[src/design/ppa_ram.sv]
// generic single-port-pair ram with registered read
module ppa_ram #(
    parameter int WIDTH = 8,
    parameter int DEPTH = 256
) (
    input  logic                     clk,
    input  logic                     we,
    input  logic [$clog2(DEPTH)-1:0] waddr,
    input  logic [WIDTH-1:0]         wdata,
    input  logic                     re,
    input  logic [$clog2(DEPTH)-1:0] raddr,
    output logic [WIDTH-1:0]         rdata
);

    logic [WIDTH-1:0] mem [DEPTH];

    always_ff @(posedge clk)
    begin
        if (we)
        begin
            mem[waddr] <= wdata;
        end
        if (re)
        begin
            rdata <= mem[raddr];
        end
    end

endmodule

[config.mk]
export PLATFORM = sky130hd
export DESIGN_NAME = ppa_ram
export DESIGN_NICKNAME = d
export VERILOG_FILES = /design/src/design/ppa_ram.sv
export SDC_FILE = /design/constraint.sdc
export NUM_CORES = 2
export LEC_CHECK = 0
export ABC_AREA = 0
export BUFFER_PORTS_ARGS = -buffer_cell sky130_fd_sc_hd__buf_2
export CAP_MARGIN = 20
export CORE_ASPECT_RATIO = 2
export CORE_UTILIZATION = 57
export DETAILED_ROUTE_END_ITERATION = 10
export PLACE_DENSITY = 0.83
export SLEW_MARGIN = 20
export SYNTH_ARGS = -nofsm -noshare
export SYNTH_HDL_FRONTEND = slang
export SYNTH_SLANG_ARGS = --single-unit
[constraint.sdc]
create_clock -name clk -period 2.6 [get_ports clk]
set_clock_uncertainty 0.15 [all_clocks]
set_input_delay 0.26 -clock clk [delete_from_list [all_inputs] [get_ports clk]]
set_output_delay 0.26 -clock clk [all_outputs]
set_load 0.05 [all_outputs]
After elaboration in Yosys (flattened, before gate mapping)
Memories as Yosys holds them, arrays and structs flattened. A register that Yosys moved wholly into a read port is not among the register bits.
Index checks and enable logic that the tools add are counted.
{"block": "op_classes", "muxes": 2}
{"operator": "$mux W1", "n": 2}
{"block": "word_totals", "regBits": 0, "ram_bits": 2048, "mem_count": 1}
{"memory": "mem", "depth": 256, "word_bits": 8, "read_ports": 1, "rd_ports_with_merged_regs": 1, "write_ports": 1, "line_no": "15", "source": "logic [WIDTH-1:0] mem [DEPTH];"}

Depth between registers and ports, before layout
{"block": "logic_depth", "word_depth": 2, "ltp_mapped": 11, "depth_no_buf": 6}

Worst setup path after synthesis
No wires, ideal clock.
{"block": "synth_path", "path_type": "in2reg", "start": "input raddr[0]", "end": "register rdata[2] (read register of mem) (data pin)", "stages": 9, "slack_ps": 114, "arrival_ps": 2067, "n_path_buf": 4, "cell_sequence": "buf_6 -> buf_12 -> buf_8 -> buf_2 -> mux4_2 -> a22oi_1 -> a21oi_1 -> nor4_1 -> nor4_2"}
{"element": "start: declaration", "line_no": "11", "source": "input logic [$clog2(DEPTH)-1:0] raddr,"}
{"element": "end: declaration", "line_no": "12", "source": "output logic [WIDTH-1:0] rdata"}

==> results.sh <==
export IMPL_synth_top_area_share_pct=77.5
export IMPL_maxCapViolations=0
export IMPL_start_kind="flop"
export IMPL_drive_above_1_share_pct=32.5
export IMPL_firstDrtPassIters=7
export IMPL_path_class="flop to flop"
export IMPL_drc=0
export IMPL_yosys_area_top_type="edfxtp_1"
export IMPL_die_y_um=531
export IMPL_setup_viol=7
export IMPL_die_area_sq_um=141000
export IMPL_drt_wl_total_um=235000
export IMPL_synth_main_ff_cell="edfxtp_1"
export IMPL_clkTransAtPathRegs_ns=0.07
export IMPL_cts_tree="built"
export IMPL_antenna_found_initial=19
export IMPL_clk_latency_ns=0.82
export IMPL_synth_most_common_cell="edfxtp_1"
export IMPL_netlist_top_cells_count="edfxtp_1 (2056), mux4_2 (454), nor2_1 (282)"
export IMPL_p_per_area_nw_per_um2=709
export IMPL_cpMaxStageDelayCell="nor4_4"
export IMPL_nFillCells=7630
export IMPL_hp_start="wdata[6]"
export IMPL_min_period_over_period_pct=108
export IMPL_met1_usage_pct=35.0
export IMPL_synth_area_leaders="edfxtp_1 (78%), mux4_2 (13%), mux2i_1 (1.7%)"
export IMPL_wl_per_cell_um=36.9
export IMPL_cp_arrival_ns=3.20
export IMPL_final_area_sq_um=92700
export IMPL_grt_total_usage_pct=33.4
export IMPL_top_usage_layer="met2"
export IMPL_rsz0062_at_grt="yes"
export IMPL_synth_edf_count=2056
export IMPL_seq_area_frac_synth_pct=77.5
export IMPL_hold_viol_final=0
export IMPL_first_iter_violations=7183
export IMPL_num_io_pins=35
export IMPL_ys_seq_elements=2056
export IMPL_fin_crit_ns=2.80
export IMPL_synth_simple_area_share_pct=2.63
export IMPL_crit_family="simple AND/OR/NAND/NOR gates"
export IMPL_start_util_pct=57.6
export IMPL_grt_first_pass_wirelength_um=328000
export IMPL_synth_mux_area_fraction_pct=14.6
export IMPL_cp_startpoint="mem[237][4]"
export IMPL_synth_area_per_cell_sq_um=21.3
export IMPL_tightest_slew_ns=1.09
export IMPL_place_hpwl_um=141000
export IMPL_min_path_type="input pin to flop"
export IMPL_place_ws_ns=-1.09
export IMPL_crit_fanout=2
export IMPL_synth_fa_ha_area_share_pct=0
export IMPL_yosys_warnings=0
export IMPL_critPathRequiredTime_ns=2.99
export IMPL_fmax_mhz=357
export IMPL_grt_max_degree=106
export IMPL_cts_buffers=161
export IMPL_synth_cells=3733
export IMPL_grt_use_met3_pct=7.50
export IMPL_place_area_sq_um=87100
export IMPL_ys_async_sr_fraction_pct=0
export IMPL_setup_tns_ns=-0.663
export IMPL_clock_tree_root_cell="clkbuf_16"
export IMPL_critPathCaptureType="flop"
export IMPL_syn_num_nets=3760
export IMPL_grt_pass1_vias=45900
export IMPL_num_rows=193
export IMPL_overflow=0
export IMPL_setup_ws_ns=-0.204
export IMPL_numPortBuffers=34
export IMPL_rr_startpoint="mem[237][4]"
export IMPL_gr_usage_met2_pct=56.3
export IMPL_antenna_left=0
export IMPL_cp_cell_sequence="mux2i_1 -> o221ai_2 -> o22ai_1 -> nor3_1 -> buf_4 -> nor4_4 -> buf_6 -> nor4_1"
export IMPL_vias_per_cell=7.04
export IMPL_syn2layout_area_growth_pct=16.3
export IMPL_power_leakage_nw=29.9
export IMPL_htreeDepth=4
export IMPL_synth_xor_area_share_pct=0
export IMPL_max_slew_margin_pct=26.5
export IMPL_multi_input_area_sq_um=16800
export IMPL_clock_path_buffers=4
export IMPL_ys_types=54
export IMPL_rrSetupSlack_ns=-0.20
export IMPL_crit_path_max_incr_delay_ns=0.55
export IMPL_path_buf_inv=2
export IMPL_maxSlewViolCount=0
export IMPL_routed_via_count=44800
export IMPL_clkSinkCount=2056
export IMPL_core_sq_um=138000
export IMPL_finalWeightedCongestion=0.972
export IMPL_peakVddDrop_mv=0.520
export IMPL_ff_latch_area_sq_um=61700
export IMPL_syn_area_sq_um=79600
export IMPL_die_x_um=266
export IMPL_synth_top_family_by_area="multiplexers"
export IMPL_synth_compound_area_share_pct=3.42
export IMPL_outcome="finished with violations"
export IMPL_layout_nets=4424
export IMPL_violations="setup timing"
export IMPL_utilization_pct=67.0
[area by class of cell]
class	instances	area share (%)
Sequential cell	2056	66.6
Multi-Input combinational cell	1442	18.1
Timing Repair Buffer	734	7.16
Clock buffer	188	4.55
Tap cell	1852	2.50
Clock inverter	82	0.974
Antenna cell	10	0.0270
Inverter	2	0.00810
[what timing repair did]
item	CTS	global route
endpoints found under the setup margin	8	8
endpoints found under the hold margin	352	0
buffers inserted	0	0
hold buffers	8	0
pin swaps	8	11
gates resized for setup	28	32
[registers in the layout (all words and copies together) (netlist names)]
signal	cells
rdata	8
mem	2048
[path summary, 6_finish.rpt]
path	endpoint	depth (start not counted)
max reg2reg	rdata[4]	8
min	mem[53][6]	1
min reg2reg	rdata[3]	7
max	rdata[4]	8
[cell usage in the layout (no fill, tap or decap), types with 26 or more instances in the layout]
master	instances
nor2_1	278
mux4_2	454
edfxtp_1	2056
nand3_1	33
buf_4	604
a22oi_1	129
mux2i_1	134
o22ai_1	27
clkinv_1	28
nor2b_1	26
a21oi_1	90
nand2_1	33
o221ai_1	44
clkbuf_16	165
buf_12	87
[kinds of logic (layout without fill, tap and decap cells)]
kind of cell / Yosys count / count (layout)
simple gates: 466 / 466
other cells: 0 / 10
compound gates: 385 / 385
buf+inv: 235 / 1006
mux: 591 / 591
flops: 2056 / 2056
[metrics by stage]
step | total power, mW | instances | hold slack (ns)
2_1_floorplan | 39.1 | 3733 | 0.209
3_3_place_gp | 41.1 | 6078 | 0.557
3_5_place_dp | 41.2 | 6078 | 0.554
4_1_cts | 65.4 | 6356 | 0.0303
5_1_grt | 66.7 | 6359 | 0.0816
6_report | 65.7 | 6366 | 0.0530
[report_power, final]
group | leakage, nW | internal, mW | total [mW] | switching [mW]
logic | 8.94 | 1.60 | 4.25 | 2.65
clock network | 2.48 | 13.5 | 24.9 | 11.4
registers | 18.5 | 36.5 | 36.6 | 0.0559
total | 29.9 | 51.6 | 65.7 | 14.1
[per-layer routing]
| layer | wire length, um | share of wire, % | vias up |
|---|---|---|---|
| met5 | 160 | 0.068 | - |
| met4 | 27400 | 12 | 16 |
| met3 | 26900 | 11 | 1265 |
| met2 | 116000 | 49 | 4355 |
| met1 | 64400 | 27 | 22300 |
| li1 | - | - | 16900 |
No activity file was read; power rests on OpenSTA's default activity.
