$ cat src/design/ppa_pkg.sv
// shared types and constants for the packed pixel access block
package ppa_pkg;

    localparam int MEM_BYTES = 65536;
    localparam int MAX_WIDTH = 2048;
    localparam int MEM_AW    = $clog2(MEM_BYTES);
    localparam int PIX_AW    = 26;

    typedef enum logic [2:0] {
        CMD_RD_BYTE   = 3'd0,
        CMD_WR_BYTE   = 3'd1,
        CMD_GET_INDEX = 3'd2,
        CMD_SET_INDEX = 3'd3,
        CMD_GET_ALPHA = 3'd4,
        CMD_SET_ALPHA = 3'd5
    } cmd_t;

    typedef enum logic [1:0] {
        ST_IDLE,
        ST_ADDR,
        ST_MOD
    } state_t;

    localparam logic REG_PIXEL_FORMAT = 1'b0;
    localparam logic REG_IMAGE_WIDTH  = 1'b1;

    typedef struct packed {
        logic [2:0]  command;
        logic [10:0] pos_x;
        logic [10:0] pos_y;
        logic [15:0] byte_addr;
        logic [7:0]  value;
        logic [31:0] fallback_color;
    } item_t;

    typedef struct packed {
        logic [PIX_AW-1:0] addr;
        logic [2:0]        shift;
        logic              err;
    } addr_info_t;

endpackage

$ cat src/design/ppa_addr_gen.sv
// byte address, bit shift and range check of one access
module ppa_addr_gen
    import ppa_pkg::*;
(
    input  item_t      item,
    input  logic [2:0] pixel_format,
    input  logic [11:0] image_width,
    output addr_info_t info
);

    logic [1:0]        lg;
    logic [11:0]       w_sat;
    logic [14:0]       wbits;
    logic [15:0]       wround;
    logic [12:0]       stride;
    logic [23:0]       prod;
    logic [10:0]       xbyte;
    logic [10:0]       base;
    logic [2:0]        shift;
    logic [PIX_AW-1:0] pix;
    logic [PIX_AW-1:0] addr;
    logic              is_raw;

    assign lg     = pixel_format[1:0];
    assign w_sat  = (PIX_AW'(image_width) > PIX_AW'(MAX_WIDTH)) ? 12'(MAX_WIDTH) : image_width;
    assign wbits  = 15'(w_sat) << lg;
    assign wround = 16'(wbits) + 16'd7;
    assign stride = wround[15:3];
    assign prod   = 24'(stride) * 24'(item.pos_y);

    always_comb
    begin
        case (lg)
            2'd0:
            begin
                xbyte = 11'(item.pos_x >> 3);
                shift = 3'd7 - item.pos_x[2:0];
                base  = 11'd8;
            end
            2'd1:
            begin
                xbyte = 11'(item.pos_x >> 2);
                shift = 3'd6 - {item.pos_x[1:0], 1'b0};
                base  = 11'd16;
            end
            2'd2:
            begin
                xbyte = 11'(item.pos_x >> 1);
                shift = item.pos_x[0] ? 3'd0 : 3'd4;
                base  = 11'd64;
            end
            default:
            begin
                xbyte = item.pos_x;
                shift = 3'd0;
                base  = 11'd1024;
            end
        endcase
    end

    assign pix = (pixel_format[2] ? PIX_AW'(base) : '0) + PIX_AW'(prod) + PIX_AW'(xbyte);

    assign is_raw = (item.command == CMD_RD_BYTE) || (item.command == CMD_WR_BYTE);
    assign addr   = is_raw ? PIX_AW'(item.byte_addr) : pix;

    assign info.addr  = addr;
    assign info.shift = shift;
    assign info.err   = (addr >= PIX_AW'(MEM_BYTES));

endmodule

$ cat config.mk
export PLATFORM = sky130hd
export DESIGN_NAME = ppa_addr_gen
export DESIGN_NICKNAME = d
export VERILOG_FILES = /design/src/design/ppa_pkg.sv /design/src/design/ppa_addr_gen.sv
export SDC_FILE = /design/constraint.sdc
export NUM_CORES = 1
export LEC_CHECK = 0
export ABC_AREA = 1
export BUFFER_PORTS_ARGS = -buffer_cell sky130_fd_sc_hd__buf_2
export CAP_MARGIN = 20
export CORE_ASPECT_RATIO = 1.75
export CORE_MARGIN = 10
export CORE_UTILIZATION = 64
export DETAILED_ROUTE_END_ITERATION = 10
export GPL_TIMING_DRIVEN = 0
export PLACE_DENSITY_LB_ADDON = 0.12
export SYNTH_ARGS = -nofsm -noshare
export SYNTH_HDL_FRONTEND = slang
export SYNTH_SLANG_ARGS = --single-unit
$ cat constraint.sdc
create_clock -name vclk -period 15.2
set_input_delay 3.04 -clock vclk [all_inputs]
set_output_delay 3.04 -clock vclk [all_outputs]
set_load 0.005 [all_outputs]
# ---- Word-level counts from Yosys, hierarchy flattened
# Index checks and enable logic that the tools add are counted.
dict set report word_totals {
  reg_bits 0
  latch_bits 0
  ram_bits 0
  romBits 0
  inputBits 96
  output_inout_bits 30
  n_memories 0
}
dict set report op_classes {
  add_sub_neg 5
  multipliers 1
  div 0
  n_lt_le_gt_ge 2
  eq_ne 3
  shifts 1
  muxes 7
  n_bitwise 0
  reduce_logical 3
}
# operator n
set ops {}
lappend ops {{$pmux 11 s3} 2}
lappend ops {{$add 25x11->26} 1}
lappend ops {{$ge 26x17->1 const B} 1}
lappend ops {{$mux 26} 1}
lappend ops {{$add 11x24->25} 1}
lappend ops {{$mul 13x11->24} 1}
lappend ops {{$add 15x3->16 const B} 1}
lappend ops {{$shl 12x2->15} 1}
lappend ops {{$gt 12x12->1 const B} 1}
lappend ops {{$mux 12} 1}
lappend ops {{$mux 11} 1}
lappend ops {{$pmux 3 s3} 1}
lappend ops {{$sub 3x3->3 const A} 2}
lappend ops {{$eq 3x1->1 const B} 1}
lappend ops {{$logic_not 3->1} 1}
lappend ops {{$mux 3} 1}
lappend ops {{$eq 2x1->1 const B} 1}
lappend ops {{$eq 2x2->1 const B} 1}
lappend ops {{$logic_not 2->1} 1}
lappend ops {{$logic_or 1x1->1} 1}

# ---- Depth between registers and ports, before layout
dict set report logic_depth {
  word_depth 9
  depth_mapped 41
  ltp_nobuf 40
}

# ---- Least setup slack after synthesis
# OpenSTA, ideal clock, no wires.
dict set report synth_timing {
  path_type {input port to output port}
  from {in image_width[8]}
  to {out info[19] in the netlist's numbering}
  t_arrival_ns 8.638
  slack_ns 3.522
  stages 33
  path_buffers 1
  cell_sequence {nor2_1 -> nand2_1 -> nor2_1 -> nand2_1 -> nand2_2 -> buf_6 -> nand3_1 -> nand2_1 -> nand2_2 -> nand2_4 -> nand3_4 -> nor2_8 -> inv_1 -> nand2_1 -> nand2_2 -> inv_2 -> nand2_1 -> fa_1 -> fa_1 -> inv_1 -> fa_1 -> inv_1 -> fa_1 -> fa_1 -> inv_1 -> ha_1 -> a21oi_1 -> o21ai_0 -> nor2_1 -> o21ai_0 -> a21oi_1 -> or2_2 -> a31oi_1}
}
# element line
set synth_rtl {}
lappend synth_rtl {{from (decl)} ppa_addr_gen.sv:7} ;# input logic [11:0] image_width,
lappend synth_rtl {{to (decl)} ppa_addr_gen.sv:8} ;# output addr_info_t info

==> load_flow_metrics.sql <==
INSERT INTO impl_metrics (metric_group, metric, value, unit) VALUES
('status', 'result_of_the_run', 'completed', ''),
('route', 'finalWirelength', '17600', 'um'),
('clocking', 'post_cts.resized_instances', '0', ''),
('sta', 'timing_hold_violations_final', '0', ''),
('sta', 'highest_clock_rate', '79.5', 'MHz'),
('worst_hold_path', 'worstHoldStart', 'item[43]', ''),
('power_and_ir_drop', 'cellPowerDensity', '185', 'nW/um2'),
('floorplanning', 'initial_core_util', '65.3', '%'),
('finish', 'area.sequential', '0', 'um2'),
('sta', 'final_critical_path_time_including_i_o_delays_and_setup', '12.58', 'ns'),
('route', 'avgRoutedWirePerCell', '15.2', 'um'),
('power_and_ir_drop', 'swShare', '60.6', '%'),
('worst_setup_path', 'cp_data_required_time', '12.16', 'ns'),
('worst_hold_path', 'path_type_of_the_worst_min_delay_path', 'input pin to output pin', ''),
('finish', 'layout.cells.most_common_list', 'sky130_fd_sc_hd__inv_1, sky130_fd_sc_hd__nand2_1, sky130_fd_sc_hd__fa_1, sky130_fd_sc_hd__nor2_1, sky130_fd_sc_hd__buf_2', ''),
('floorplanning', 'std_cell_rows', '49', ''),
('worst_setup_path', 'worst-path-max-fanout', '10', ''),
('global_route', 'maximum_number_of_pins_on_one_net_before_global_route_repair', '11', ''),
('route', 'drt_first_iter_violations', '342', ''),
('sta', 'report.final.slew_viol_count', '0', ''),
('floorplanning', 'core_area', '10200', 'um2'),
('power_and_ir_drop', 'power_leakage', '0.00416', 'uW'),
('worst_setup_path', 'setup.worst_path.start', 'pixel_format[1]', ''),
('finish', 'layout-drive-gt1-share', '13.8', '%'),
('worst_setup_path', 'endpoint_kind_of_the_worst_setup_timing_path', 'output pin', ''),
('clocking', 'post-cts-setup-buffers', '0', ''),
('finish', 'n_fill_cell', '912', ''),
('worst_setup_path', 'critPathArrivalTime', '9.54', 'ns'),
('yosys', 'netlist.area_leader.share', '34.5', '%'),
('yosys', 'netlist_top_cells_area', 'sky130_fd_sc_hd__fa_1, sky130_fd_sc_hd__ha_1, sky130_fd_sc_hd__inv_1, sky130_fd_sc_hd__nand2_1, sky130_fd_sc_hd__nand3_1', ''),
('yosys', 'post_synth_instance_area', '6680', 'um2'),
('route', 'drt_pre_antenna_iters', '5', ''),
('run', 'drv_cap', '0', ''),
('worst_setup_path', 'critPathSlowestCell', 'sky130_fd_sc_hd__fa_1', ''),
('global_route', 'number_of_antenna_violations_at_the_first_check_in_global_routing', '0', ''),
('floorplanning', 'fp.dieW', '97.2', 'um'),
('finish', 'num_antenna_cells', '0', ''),
('floorplanning', 'io_pins', '126', ''),
('floorplanning', 'dieHeight', '155', 'um'),
('sta', 'rsz0062_at_grt', 'false', ''),
('yosys', 'synth.avg_cell_area', '7.08', 'um2'),
('clocking', 'cts-hold-fix-buffers', '0', ''),
('finish', 'multi_input_area', '5840', 'um2'),
('finish', 'layout.cells.most_common', 'sky130_fd_sc_hd__inv_1', ''),
('worst_setup_path', 'worst-path-buf-inv', '6', ''),
('worst_setup_path', 'crit_path_start_kind', 'input pin', ''),
('yosys', 'synthesis.yosys.warnings', '0', ''),
('yosys', 'seq_area_frac_synth', '0', '%'),
('placement', 'detailed_place.area', '7270', 'um2'),
('route', 'vias', '6329', ''),
('global_route', 'gr-total-overflow', '0', ''),
('worst_setup_path', 'cpPeakStageDelay', '0.58', 'ns'),
('sta', 'worstMarginPinSlew', '0.586', 'ns'),
('finish', 'clockBufferCount', '0', ''),
('yosys', 'synthesis.instances', '944', ''),
('yosys', 'fraction_of_the_mapped_netlist_area_in_compound_gates', '7.51', '%'),
('sta', 'report.final.setup_viol', '0', ''),
('yosys', 'largest_family_of_logic_cells_by_synthesized_area', 'adder cells', ''),
('placement', 'port_buffers', '79', ''),
('finish', 'final_core_util', '71.0', '%'),
('yosys', 'yosys.area_share.adder', '48.7', '%'),
('yosys', 'synthSimpleGateAreaFrac', '29.4', '%'),
('power_and_ir_drop', 'power.clock.fraction', '0', '%'),
('worst_setup_path', 'crit_top_cell', 'sky130_fd_sc_hd__fa_1', ''),
('global_route', 'first_global_vias', '6516', ''),
('yosys', 'post_synthesis_mux_area_share', '0', '%'),
('finish', 'nFlopsAndLatches', '0', ''),
('route', 'detail-route-antenna-nets', '0', ''),
('placement', 'dpl_wire_length', '15900', 'um'),
('power_and_ir_drop', 'power_switching', '815', 'uW'),
('yosys', 'synth_largest_area_cell', 'sky130_fd_sc_hd__fa_1', '');
synthesized netlist by cell type, drive strengths merged:
| cell type | n |
|---|---|
| nand2 | 226 |
| o21bai | 4 |
| a21oi | 29 |
| nand4 | 6 |
| clkinv | 2 |
| nand3b | 3 |
| o22ai | 5 |
| a21boi | 1 |
| ha | 76 |
| xor2 | 2 |
| clkbuf | 8 |
| o211ai | 2 |
| fa | 115 |
| inv | 214 |
| conb | 2 |
| o221ai | 1 |
| o21ai | 30 |
| nand3 | 78 |
| or2 | 5 |
| nor3 | 5 |
| a31oi | 1 |
| and2 | 1 |
| o21a | 1 |
| a22o | 3 |
| xnor2 | 6 |
| buf | 8 |
| nor2 | 103 |
| a21o | 2 |
| a221oi | 5 |
power by group through the flow:
stage / logic, uW / clock network, uW / registers, uW
floorplan: 951 / 0 / 0
global placement: 1340 / 0 / 0
detailed placement: 1350 / 0 / 0
CTS: 1360 / 0 / 0
global route: 1540 / 0 / 0
finish: 1350 / 0 / 0
worst paths after layout:
check / slack (ns) / to / cells past startpoint
hold / removal: 6.34 / info[7] / 4
setup / recovery: 2.62 / info[0] / 28
cells by family after synthesis:
group | after synthesis
AO/OA/AOI/OAI | 84
XOR/XNOR | 8
adder cells (fa/ha/maj) | 191
buffers and inverters | 232
other | 2
AND/OR/NAND/NOR | 427
per-stage QoR:
stage	setup slack (ns)	hold slack (ns)	instances	power [uW]
3_5_place_dp	2.64	6.34	1160	1350
5_1_grt	2.03	6.36	1160	1540
2_1_floorplan	3.52	6.11	954	951
3_3_place_gp	2.69	6.34	1160	1340
4_1_cts	2.63	6.35	1160	1360
6_report	2.62	6.34	1160	1350
layout make-up:
type,instances,area share (%)
inverter,216,11.1
tap,127,2.18
buffer,16,1.01
multi-input combinational,722,80.2
timing repair buffer,79,5.44
metal layers:
| metal | wire length (um) | global-route usage [%] | vias to the layer above | part of all wire (%) |
|---|---|---|---|---|
| met2 | 9610 | 44.6 | 233 | 54 |
| met3 | 933 | 2.66 | 73 | 5.3 |
| met1 | 6070 | 23.8 | 2961 | 34 |
| li1 | - | - | 3062 | - |
| met4 | 1020 | 11.8 | 0 | 5.8 |
| met5 | 0 | 0 | - | 0 |
(Power assumes the default switching activity.)
