**src/design/ppa_pkg.sv**
```systemverilog
// shared types and constants for the packed pixel access block
package ppa_pkg;

    localparam int MEM_BYTES = 65536;
    localparam int MAX_WIDTH = 2048;
    localparam int MEM_AW    = $clog2(MEM_BYTES);
    localparam int PIX_AW    = 26;

    typedef enum logic [2:0] {
        CMD_RD_BYTE   = 3'd0,
        CMD_WR_BYTE   = 3'd1,
        CMD_GET_INDEX = 3'd2,
        CMD_SET_INDEX = 3'd3,
        CMD_GET_ALPHA = 3'd4,
        CMD_SET_ALPHA = 3'd5
    } cmd_t;

    typedef enum logic [1:0] {
        ST_IDLE,
        ST_ADDR,
        ST_MOD
    } state_t;

    localparam logic REG_PIXEL_FORMAT = 1'b0;
    localparam logic REG_IMAGE_WIDTH  = 1'b1;

    typedef struct packed {
        logic [2:0]  command;
        logic [10:0] pos_x;
        logic [10:0] pos_y;
        logic [15:0] byte_addr;
        logic [7:0]  value;
        logic [31:0] fallback_color;
    } item_t;

    typedef struct packed {
        logic [PIX_AW-1:0] addr;
        logic [2:0]        shift;
        logic              err;
    } addr_info_t;

endpackage

```
**src/design/ppa_rmw.sv**
```systemverilog
// sub-byte field merge and extraction with alpha expansion
module ppa_rmw
    import ppa_pkg::*;
(
    input  logic [1:0] lg,
    input  logic       want_index,
    input  logic [2:0] shift,
    input  logic [7:0] rdata,
    input  logic [7:0] value,
    output logic [7:0] merged,
    output logic [7:0] get_val
);

    logic [7:0] mask;
    logic [7:0] nv;
    logic [7:0] field;
    logic [7:0] alpha;

    always_comb
    begin
        case (lg)
            2'd0:
            begin
                mask = 8'h01;
                nv   = want_index ? (value & 8'h01) : 8'(value[7]);
            end
            2'd1:
            begin
                mask = 8'h03;
                nv   = want_index ? (value & 8'h03) : 8'(value[7:6]);
            end
            2'd2:
            begin
                mask = 8'h0F;
                nv   = want_index ? (value & 8'h0F) : 8'(value[7:4]);
            end
            default:
            begin
                mask = 8'hFF;
                nv   = value;
            end
        endcase
    end

    assign merged = (rdata & ~(mask << shift)) | ((nv & mask) << shift);
    assign field  = (rdata >> shift) & mask;

    // alpha expansion: 1 bit inverted, 2 bit times 85, 4 bit times 17
    always_comb
    begin
        case (lg)
            2'd0:    alpha = field[0] ? 8'd0 : 8'd255;
            2'd1:    alpha = {4{field[1:0]}};
            2'd2:    alpha = {2{field[3:0]}};
            default: alpha = field;
        endcase
    end

    assign get_val = want_index ? field : alpha;

endmodule

```
**config.mk**
```make
export PLATFORM = sky130hd
export DESIGN_NAME = ppa_rmw
export DESIGN_NICKNAME = d
export VERILOG_FILES = /design/src/design/ppa_pkg.sv /design/src/design/ppa_rmw.sv
export SDC_FILE = /design/constraint.sdc
export NUM_CORES = 1
export LEC_CHECK = 0
export BUFFER_PORTS_ARGS = -buffer_cell sky130_fd_sc_hd__buf_2
export CAP_MARGIN = 20
export CORE_UTILIZATION = 40
export DETAILED_ROUTE_END_ITERATION = 6
export PLACE_DENSITY = 0.73
export SYNTH_ARGS = -nofsm -noshare
export SYNTH_HDL_FRONTEND = slang
export SYNTH_SLANG_ARGS = --single-unit
```
**constraint.sdc**
```tcl
create_clock -name vclk -period 2.4
set_input_delay 0.36 -clock vclk [all_inputs]
set_output_delay 0.36 -clock vclk [all_outputs]
set_load 0.01 [all_outputs]
```
; ---- Yosys cells after proc, flatten, opt, wreduce, memory -nomap -nowiden
; Index checks and enable logic that the tools add are counted.
[totals]
word_cells = 19
out_inout_bits = 16
reg_bits = 0
inputBits = 22
[op_classes]
n_reduce_logical = 1
muxes = 8
bitwise = 5
n_eq_ne = 2
shift = 3
[ops]
columns = operator, n
row1 = $pmux W8 S3, 3
row2 = $and A8 B8 Y8, 3
row3 = $mux W8, 2
row4 = $shl A8 B3 Y8, 2
row5 = $not A8 Y8, 1
row6 = $or A8 B8 Y8, 1
row7 = $shr A8 B3 Y8, 1
row8 = $mux W4, 1
row9 = $eq A2 B1 Y1 const B, 1
row10 = $eq A2 B2 Y1 const B, 1
row11 = $logic_not A2 Y1, 1
row12 = $mux W2, 1
row13 = $mux W1, 1

; ---- Logic depth before layout (Yosys ltp)
; Gate-level depths: netlist of the first run.
[logic_depth]
depth_word = 6
mapped_depth = 7
mapped_depth_nobuf = 4

; ---- Worst setup path after synthesis of the first run
; OpenSTA, ideal clock, no wires.
[synth_path]
path_type = in2out
from = input port lg[0]
to = output port merged[3]
stages = 5
path_slack_ns = 0.253
n_path_buf = 1
arrival_ns = 1.787
required_ns = 2.040
path_cell_list = buf_2 a21o_1 a221oi_1 a32oi_1 o311ai_0
[synth_between]
elab_chain_cells = 6
word_cells_on_any_way = 11
classes_between = 2 x eq/ne / 2 x shift / 2 x mux / 4 x bitwise / 1 x reduce/logical
[synth_lines]
columns = item, line_no
row1 = "start, declared", ppa_rmw.sv:5  ; input logic [1:0] lg,
row2 = $eq A2 B2 Y1 (tied with other cells), ppa_rmw.sv:21  ; case (lg)
row3 = $pmux W8 S3, ppa_rmw.sv:21
row4 = $shl A8 B3 Y8, ppa_rmw.sv:45  ; assign merged = (rdata & ~(mask << shift)) | ((nv & mask) << shift);
row5 = $not A8 Y8, ppa_rmw.sv:45
row6 = $and A8 B8 Y8, ppa_rmw.sv:45
row7 = $or A8 B8 Y8 *, ppa_rmw.sv:45
row8 = "end, declared", ppa_rmw.sv:10  ; output logic [7:0] merged,
; Mark *: on every way between the ends. The rest lies on a longest branch, timed or not.

; ---- Worst setup path after layout of the first run
[layout_path]
from = input port want_index
to = output port merged[5]
[layout_between]
elab_chain_cells = 5
word_cells_on_any_way = 7
classes_between = 1 x shift / 4 x mux / 2 x bitwise
[layout_lines]
columns = item, line_no
row1 = "start, declared", ppa_rmw.sv:6  ; input logic want_index,
row2 = $mux W4 (tied with other cells), ppa_rmw.sv:35  ; nv = want_index ? (value & 8'h0F) : 8'(value[7:4]);
row3 = $pmux W8 S3 *, ppa_rmw.sv:21
row4 = $and A8 B8 Y8 *, ppa_rmw.sv:45
row5 = $shl A8 B3 Y8 *, ppa_rmw.sv:45
row6 = $or A8 B8 Y8 *, ppa_rmw.sv:45
; Marks and branches as above.

==> flow_summary_export.csv, run 1 <==
group,metric,value,unit
critical_path,cp-end-kind,"output port",
synth,synth_warnings,0,
layout,n_antenna_cell,0,
synth,synth.distinct_cells,51,
floorplan,row_count,18,
floorplan,start_util,42.86,%
global_routing,track_usage,27.21,%
global_routing,grt_max_degree,26,
layout,final_core_util,53.92,%
layout,layout_commonest_cell,"buf_2",
detailed_routing,routedWlPerCell,16.54,µm
global_routing,grt_first_pass_wirelength,6.051,mm
critical_path,critical_path.max_stage_delay,0.47,ns
critical_path,start_kind,"input pin",
power,power_density,217.1,nW/µm²
floorplan,dieArea,2914,µm²
layout,nClkBuffers,0,
detailed_routing,met2WireLength,1.794,mm
hold_path,worstHoldStart,"rdata[1]",
critical_path,crit_path_top_delay_cell,"or3b_2",
layout,layout_common_cells,"buf_2 (38), o21ai_0 (17), buf_4 (13), nor2_1 (12)",
synth,syn_nets,183,
sta,fin_crit,2.251,ns
critical_path,worstSetupPathType,"in -> out",
sta,clock.fmax,444.2,MHz
layout,layout.nets,221,
synth,yosysSeqAreaShare,0,%
layout,drive_gt1_share,32.99,%
floorplan,fp.dieH,53.99,µm
detailed_routing,first_iter_violations,64,
floorplan,core,2522,µm²
sta,hold_violations,0,
detailed_routing,drt-met1-wl,1.589,mm
sta,slew-limit-headroom,67.17,%
sta,setup_tns,0,ns
synth,synthCells,161,
sta,finalMaxSlewViolations,0,
detailed_routing,drcViolationCount,0,
floorplan,ioPinCount,38,
floorplan,die_w,53.99,µm
power,p_leak,0.6123,nW
sta,period_share,93.81,%
placed_design,portBuffers,38,
layout,seqCellArea,0,µm²
run,drv_cap,0,
hold_path,hold_path_class,"in -> out",
layout,syn2layout_area_growth,25.81,%
critical_path,path_cells,"buf_2 -> or3b_2 -> a211oi_2 -> o31ai_1 -> a221oi_1 -> buf_2",
sta,setup_viol,0,
detailed_routing,vias,1501,
sta,rsz0062_at_grt,"false",
layout,fillers,253,
hold_path,holdPathStages,4,
placed_design,dp_hpwl,2.950,mm
synth,syn_avg_cell_area,6.715,µm²
detailed_routing,dr.pass1.iters,4,
global_routing,antenna_found_initial,0,
synth,netlist_area,1081,µm²
detailed_routing,top_layer_used,"met4",
power,vdd_drop_max,0.1120,mV
detailed_routing,wl,3.755,mm
critical_path,crit_start,"want_index",
layout,seq_cells,0,
critical_path,arrival,1.89,ns
sta,worst_slew_pin_slew,0.4924,ns
detailed_routing,wl_met3,309,µm
critical_path,cp_common_cell,"buf_2",
detailed_routing,vias_per_cell,6.612,
detailed_routing,ant_nets,0,
global_routing,grt_overflow,0,
status,status,"completed",
placed_design,place.gp.congestion,1.008,
critical_path,crit_fanout,16,
critical_path,crit_required,2.04,ns
global_routing,grt_pass1_vias,1363,
hold_path,hold_end,"merged[1]",
through the flow:
step	setup WS [ns]	instances	hold slack (ns)	total power, mW	instance area, µm²
2_1_floorplan	0.2532	161	0.8708	0.1817	1081
3_3_place_gp	0.06564	226	1.057	0.2788	1341
3_5_place_dp	0.02004	226	1.064	0.2861	1341
4_1_cts	0.01047	226	1.064	0.2870	1341
5_1_grt	0.01198	227	1.131	0.3230	1360
6_report	0.1485	227	1.055	0.2953	1360
cells by family after synthesis:
group                     synth area share [%]
AOI/OAI and AO/OA                        43.06
and+or+nand+nor                          30.09
buffers and inverters                    9.260
muxes                                    16.78
xor gates and xnor gates                0.8103
Yosys cell counts (all sizes together), types with 2 or more instances:
master	instances	share of area, %
a21o	6	4.2
a21oi	8	3.7
a221oi	4	3.2
a22oi	2	1.4
a41oi	3	2.4
and2	5	2.9
and3	3	1.7
buf	11	5.4
clkbuf	5	1.7
inv	6	2.1
mux2	3	3.1
mux2i	9	9.5
mux4	2	4.2
nand2	8	2.8
nand3	3	1.4
nand3b	3	2.1
nand4	2	1.2
nor2	12	4.2
nor2b	3	2.0
nor3	6	2.8
o211ai	6	4.2
o21ai	17	7.9
o221ai	2	1.6
o311ai	2	1.6
o31ai	3	2.1
or2	2	1.2
or3	4	2.3
or3b	2	1.6
cell type report:
class                      count  area [µm²]  share of cell area [%]
multi-input combinational    139       992.2                   72.95
timing repair buffer          52       307.8                   22.63
tap                           30       37.54                   2.760
inverter                       6       22.52                   1.656
what timing repair did:
item | CTS | global route
hold buffers | 0 | 0
endpoints found under the setup margin | 0 | 3
gates resized for setup | 0 | 3
buffers inserted | 0 | 1
worst max-delay path, delay by kind of cell:
family,cells,cell delay (ns)
AO/OA/AOI/OAI,3,0.69
buffers and inverters,2,0.36
AND/OR/NAND/NOR,1,0.47
layer usage:
layer,global-route usage [%],vias to the layer above
li1,-,715
met1,36.29,702
met2,46.09,75
met3,2.260,9
met4,7.692,0
met5,0,-
how the worst max path moves through the flow:
stage / cells past startpoint / endpoint
floorplan: 5 / merged[3]
global placement: 6 / merged[5]
detailed placement: 6 / merged[5]
CTS: 6 / merged[5]
global route: 7 / merged[7]
finish: 6 / merged[5]
where the power goes:
group | internal, mW | switching [mW] | total (mW)
registers | 0 | 0 | 0
clock network | 0 | 0 | 0
logic | 0.131 | 0.165 | 0.295
total | 0.131 | 0.165 | 0.295
(Power assumes the default switching activity.)
==> inputs of run 2 (changes only) <==
Settings changed: REMOVE_ABC_BUFFERS from default to 1.
==> run 2 against run 1 <==
Hold slack worse by 0.0041 ns. Setup slack worse by 0.011 ns. Total power down 1.6%. Sequential share of layout area unchanged. Flip-flop and latch count unchanged. Fmax down 0.51%. Count of clock-buffer cells in the layout unchanged. Non-clock buffer count up 1. Combinational power down 1%. Final area down 0.74%. Critical path depth unchanged. Die area unchanged. Critical path type unchanged. Critical endpoint unchanged.
==> flow_summary_export.csv, run 2 (same netlist as run 1, synthesis figures left out) <==
group,metric,value,unit
floorplan,start_util,42.86,%
sta,hold_violations,0,
global_routing,track_usage,26.23,%
sta,finalMaxSlewViolations,0,
global_routing,grt_max_degree,24,
global_routing,grt_overflow,0,
critical_path,crit_required,2.04,ns
layout,final_cells,228,
placed_design,dp_hpwl,2.911,mm
placed_design,place.gp.congestion,0.9383,
power,power_density,215.2,nW/µm²
sta,period_share,94.29,%
critical_path,crit_end,"merged[5]",
layout,seqCellArea,0,µm²
layout,syn2layout_area_growth,24.88,%
placed_design,placed_cell_area,1344,µm²
sta,hold_slack,1.051,ns
detailed_routing,drcViolationCount,0,
sta,slew-limit-headroom,68.78,%
floorplan,ioPinCount,38,
sta,setup_tns,0,ns
layout,layout_commonest_cell,"buf_2",
layout,drive_gt1_share,32.83,%
sta,fin_ws,0.1371,ns
global_routing,antenna_found_initial,0,
layout,layout.nets,222,
sta,worst_slew_pin_slew,0.4647,ns
power,p_leak,0.6110,nW
power,vdd_drop_max,0.1076,mV
detailed_routing,wl,3.675,mm
floorplan,core,2522,µm²
layout,post-route-cell-area,1350,µm²
placed_design,dp_cells,228,
floorplan,die_w,53.99,µm
layout,nClkBuffers,0,
detailed_routing,ant_nets,0,
detailed_routing,vias,1497,
layout,layout_common_cells,"buf_2 (38), o21ai_0 (17), buf_4 (15), nor2_1 (12)",
global_routing,grt_pass1_vias,1223,
sta,rsz0062_at_grt,"false",
placed_design,portBuffers,38,
placed_design,dp_slack,0.1417,ns
detailed_routing,vias_per_cell,6.566,
detailed_routing,first_iter_violations,47,
critical_path,crit_fanout,15,
hold_path,hold_path_class,"in -> out",
global_routing,grt_first_pass_wirelength,5.699,mm
sta,fin_crit,2.263,ns
critical_path,worstSetupPathType,"in -> out",
run,drv_cap,0,
critical_path,arrival,1.90,ns
status,status,"completed",
detailed_routing,routedWlPerCell,16.12,µm
layout,n_antenna_cell,0,
hold_path,holdPathStages,4,
sta,setup_viol,0,
clock_tree,cts_hold_buf,0,
critical_path,start_kind,"input pin",
critical_path,crit_start,"lg[0]",
detailed_routing,dr.pass1.iters,4,
critical_path,cp-end-kind,"output port",
sta,clock.fmax,441.9,MHz
layout,seq_cells,0,
floorplan,row_count,18,
floorplan,fp.dieH,53.99,µm
floorplan,dieArea,2914,µm²
## run 2: layout make-up
cell class	instances	area (µm²)
well taps	30	37.54
multi-input cells	139	987.2
repair buffers	53	302.8
inverters	6	22.52
fillers	261	1172
## run 2: through the flow
step / total power [mW] / util, %
floorplan: 0.1501 / -
global placement: 0.2790 / 53.27
detailed placement: 0.2864 / 53.27
CTS: 0.2872 / 53.27
global route: 0.3180 / 53.52
finish: 0.2905 / 53.52
## run 2: how the worst min path moves through the flow
stage / startpoint / end / slack [ns]
after floorplan: shift[1] / merged[5] / 0.81
after global placement: rdata[1] / merged[1] / 1.04
after global routing: rdata[3] / merged[3] / 1.11
after CTS: rdata[1] / merged[1] / 1.06
final: rdata[1] / merged[1] / 1.05
after detailed placement: rdata[1] / merged[1] / 1.06
## run 2: where the power goes
group | internal [mW] | total [mW] | switching (mW)
clock network | 0 | 0 | 0
registers | 0 | 0 | 0
logic | 0.129 | 0.291 | 0.162
## run 2: worst max-delay path, cell delays in order
cell,delay (ns)
buf_2,0.18
or3b_2,0.48
a211oi_1,0.35
o31ai_1,0.11
a221oi_1,0.25
buf_2,0.18
## run 2: timing repair
item	4_1_cts	5_1_grt
buffers inserted	0	0
setup endpoints to repair	0	1
resized for setup	0	1
## run 2: routing by layer
layer  global-route usage, %  vias to the layer above  wire length (µm)
met5                       0                        -                 0
met3                  0.8475                        4               208
met2                   48.56                       70              1850
met1                   33.83                      702              1560
met4                   3.846                        0                55
li1                        -                      721                 -
==> inputs of run 3 (changes only) <==
Settings changed: CORE_ASPECT_RATIO from default to 1.5, SLEW_MARGIN from default to 15.
==> run 3 against run 2 <==
Setup slack gained 0.0094 ns. Largest power group unchanged. Global-route usage grew 2.0 points. Sequential share of layout area is the same. Final area grew 1.8%. Wire length grew 2.7%.
==> flow_summary_export.csv, run 3 (same netlist as run 1, synthesis figures left out) <==
group,metric,value,unit
global_routing,grt_util_met3,1.374,%
global_routing,grt_pass1_vias,1401,
sta,period_share,93.90,%
floorplan,fp.dieH,65.67,µm
critical_path,crit_required,2.04,ns
sta,setup_viol,0,
global_routing,use_met2,48.90,%
sta,fin_crit,2.254,ns
global_routing,track_usage,28.18,%
layout,n_antenna_cell,0,
detailed_routing,dr.pass1.iters,4,
critical_path,cp-end-kind,"output port",
layout,layout.nets,225,
floorplan,row_count,22,
detailed_routing,ant_nets,0,
layout,drive_gt1_share,33.33,%
global_routing,grt_first_pass_wirelength,6.520,mm
power,finalPower,0.2983,mW
detailed_routing,vias,1446,
critical_path,arrival,1.89,ns
layout,nClkBuffers,0,
sta,rsz0062_at_grt,"false",
hold_path,hold_path_class,"in -> out",
layout,post-route-cell-area,1374,µm²
global_routing,grt_overflow,0,
power,p_leak,0.6253,nW
critical_path,crit_fanout,17,
sta,worst_slew_pin_slew,0.5019,ns
detailed_routing,routedWlPerCell,15.93,µm
floorplan,dieArea,2919,µm²
global_routing,top_usage_layer,"met2",
sta,slew-limit-headroom,66.28,%
placed_design,portBuffers,38,
placed_design,place.gp.congestion,0.9554,
global_routing,antenna_found_initial,0,
detailed_routing,vias_per_cell,6.101,
floorplan,die_w,44.45,µm
status,status,"completed",
run,drv_cap,0,
power,power_density,217.2,nW/µm²
floorplan,ioPinCount,38,
critical_path,start_kind,"input pin",
sta,finalMaxSlewViolations,0,
detailed_routing,first_iter_violations,51,
layout,layout_commonest_cell,"buf_2",
layout,seq_cells,0,
detailed_routing,wl,3.775,mm
sta,setup_tns,0,ns
layout,seqCellArea,0,µm²
sta,hold_violations,0,
detailed_routing,drcViolationCount,0,
clock_tree,cts_hold_buf,0,
critical_path,worstSetupPathType,"in -> out",
placed_design,dp_hpwl,3.028,mm
global_routing,grtUsageMet1,35.58,%
sta,clock.fmax,443.8,MHz
floorplan,core,2505,µm²
floorplan,start_util,43.16,%
layout,syn2layout_area_growth,27.08,%
global_routing,grt_max_degree,22,
layout,layout_common_cells,"buf_2 (38), buf_4 (18), o21ai_0 (17), nor2_1 (12)",
power,vdd_drop_max,0.1239,mV
placed_design,placed_cell_area,1366,µm²
[run 3: cell types whose count changed in the layout (fill, tap and decap cells not counted), sizes merged]
cell / delta
buf: +3
[run 3: path summary, 6_finish.rpt]
check	slack (ns)	start	to	cells past startpoint
max	0.15	shift[0]	get_val[4]	8
min	1.06	rdata[3]	merged[3]	4
[run 3: layout make-up]
| cell class | instances | area (µm²) |
|---|---|---|
| tap | 36 | 45.04 |
| multi-input combinational | 139 | 980.9 |
| fill | 265 | 1131 |
| inverter | 6 | 22.52 |
| timing repair buffer | 56 | 325.3 |
[run 3: power breakdown]
part	total [mW]	switching (mW)	internal, mW
clock	0	0	0
sequential	0	0	0
combinational	0.298	0.164	0.135
total	0.298	0.164	0.135
[run 3: per-stage QoR]
step	utilization, %	worst slack (ns)	hold WS, ns	instances
floorplan	-	0.4197	0.8098	145
global placement	54.55	0.1506	1.057	236
detailed placement	54.55	0.1099	1.079	236
CTS	54.55	0.1143	1.077	236
global route	54.85	0.03743	1.095	237
finish	54.85	0.1465	1.062	237
[run 3: critical path, cell delays in order]
cell and delay, ns:
buf_2 0.12, buf_4 0.19, inv_1 0.26, mux2i_4 0.34
buf_4 0.16, mux2i_1 0.17, o221ai_1 0.13, buf_2 0.16
[run 3: repair_timing]
item | 4_1_cts | 5_1_grt
buffers inserted | 0 | 1
resized for setup | 0 | 2
setup endpoints to repair | 0 | 3
[run 3: metal layers]
layer / wire, µm / part of all wire [%] / up-vias
met4: 136 / 3.6 / 0
met1: 1589 / 42 / 672
met2: 1937 / 51 / 46
met5: 0 / 0 / -
met3: 111 / 2.9 / 8
li1: - / - / 720
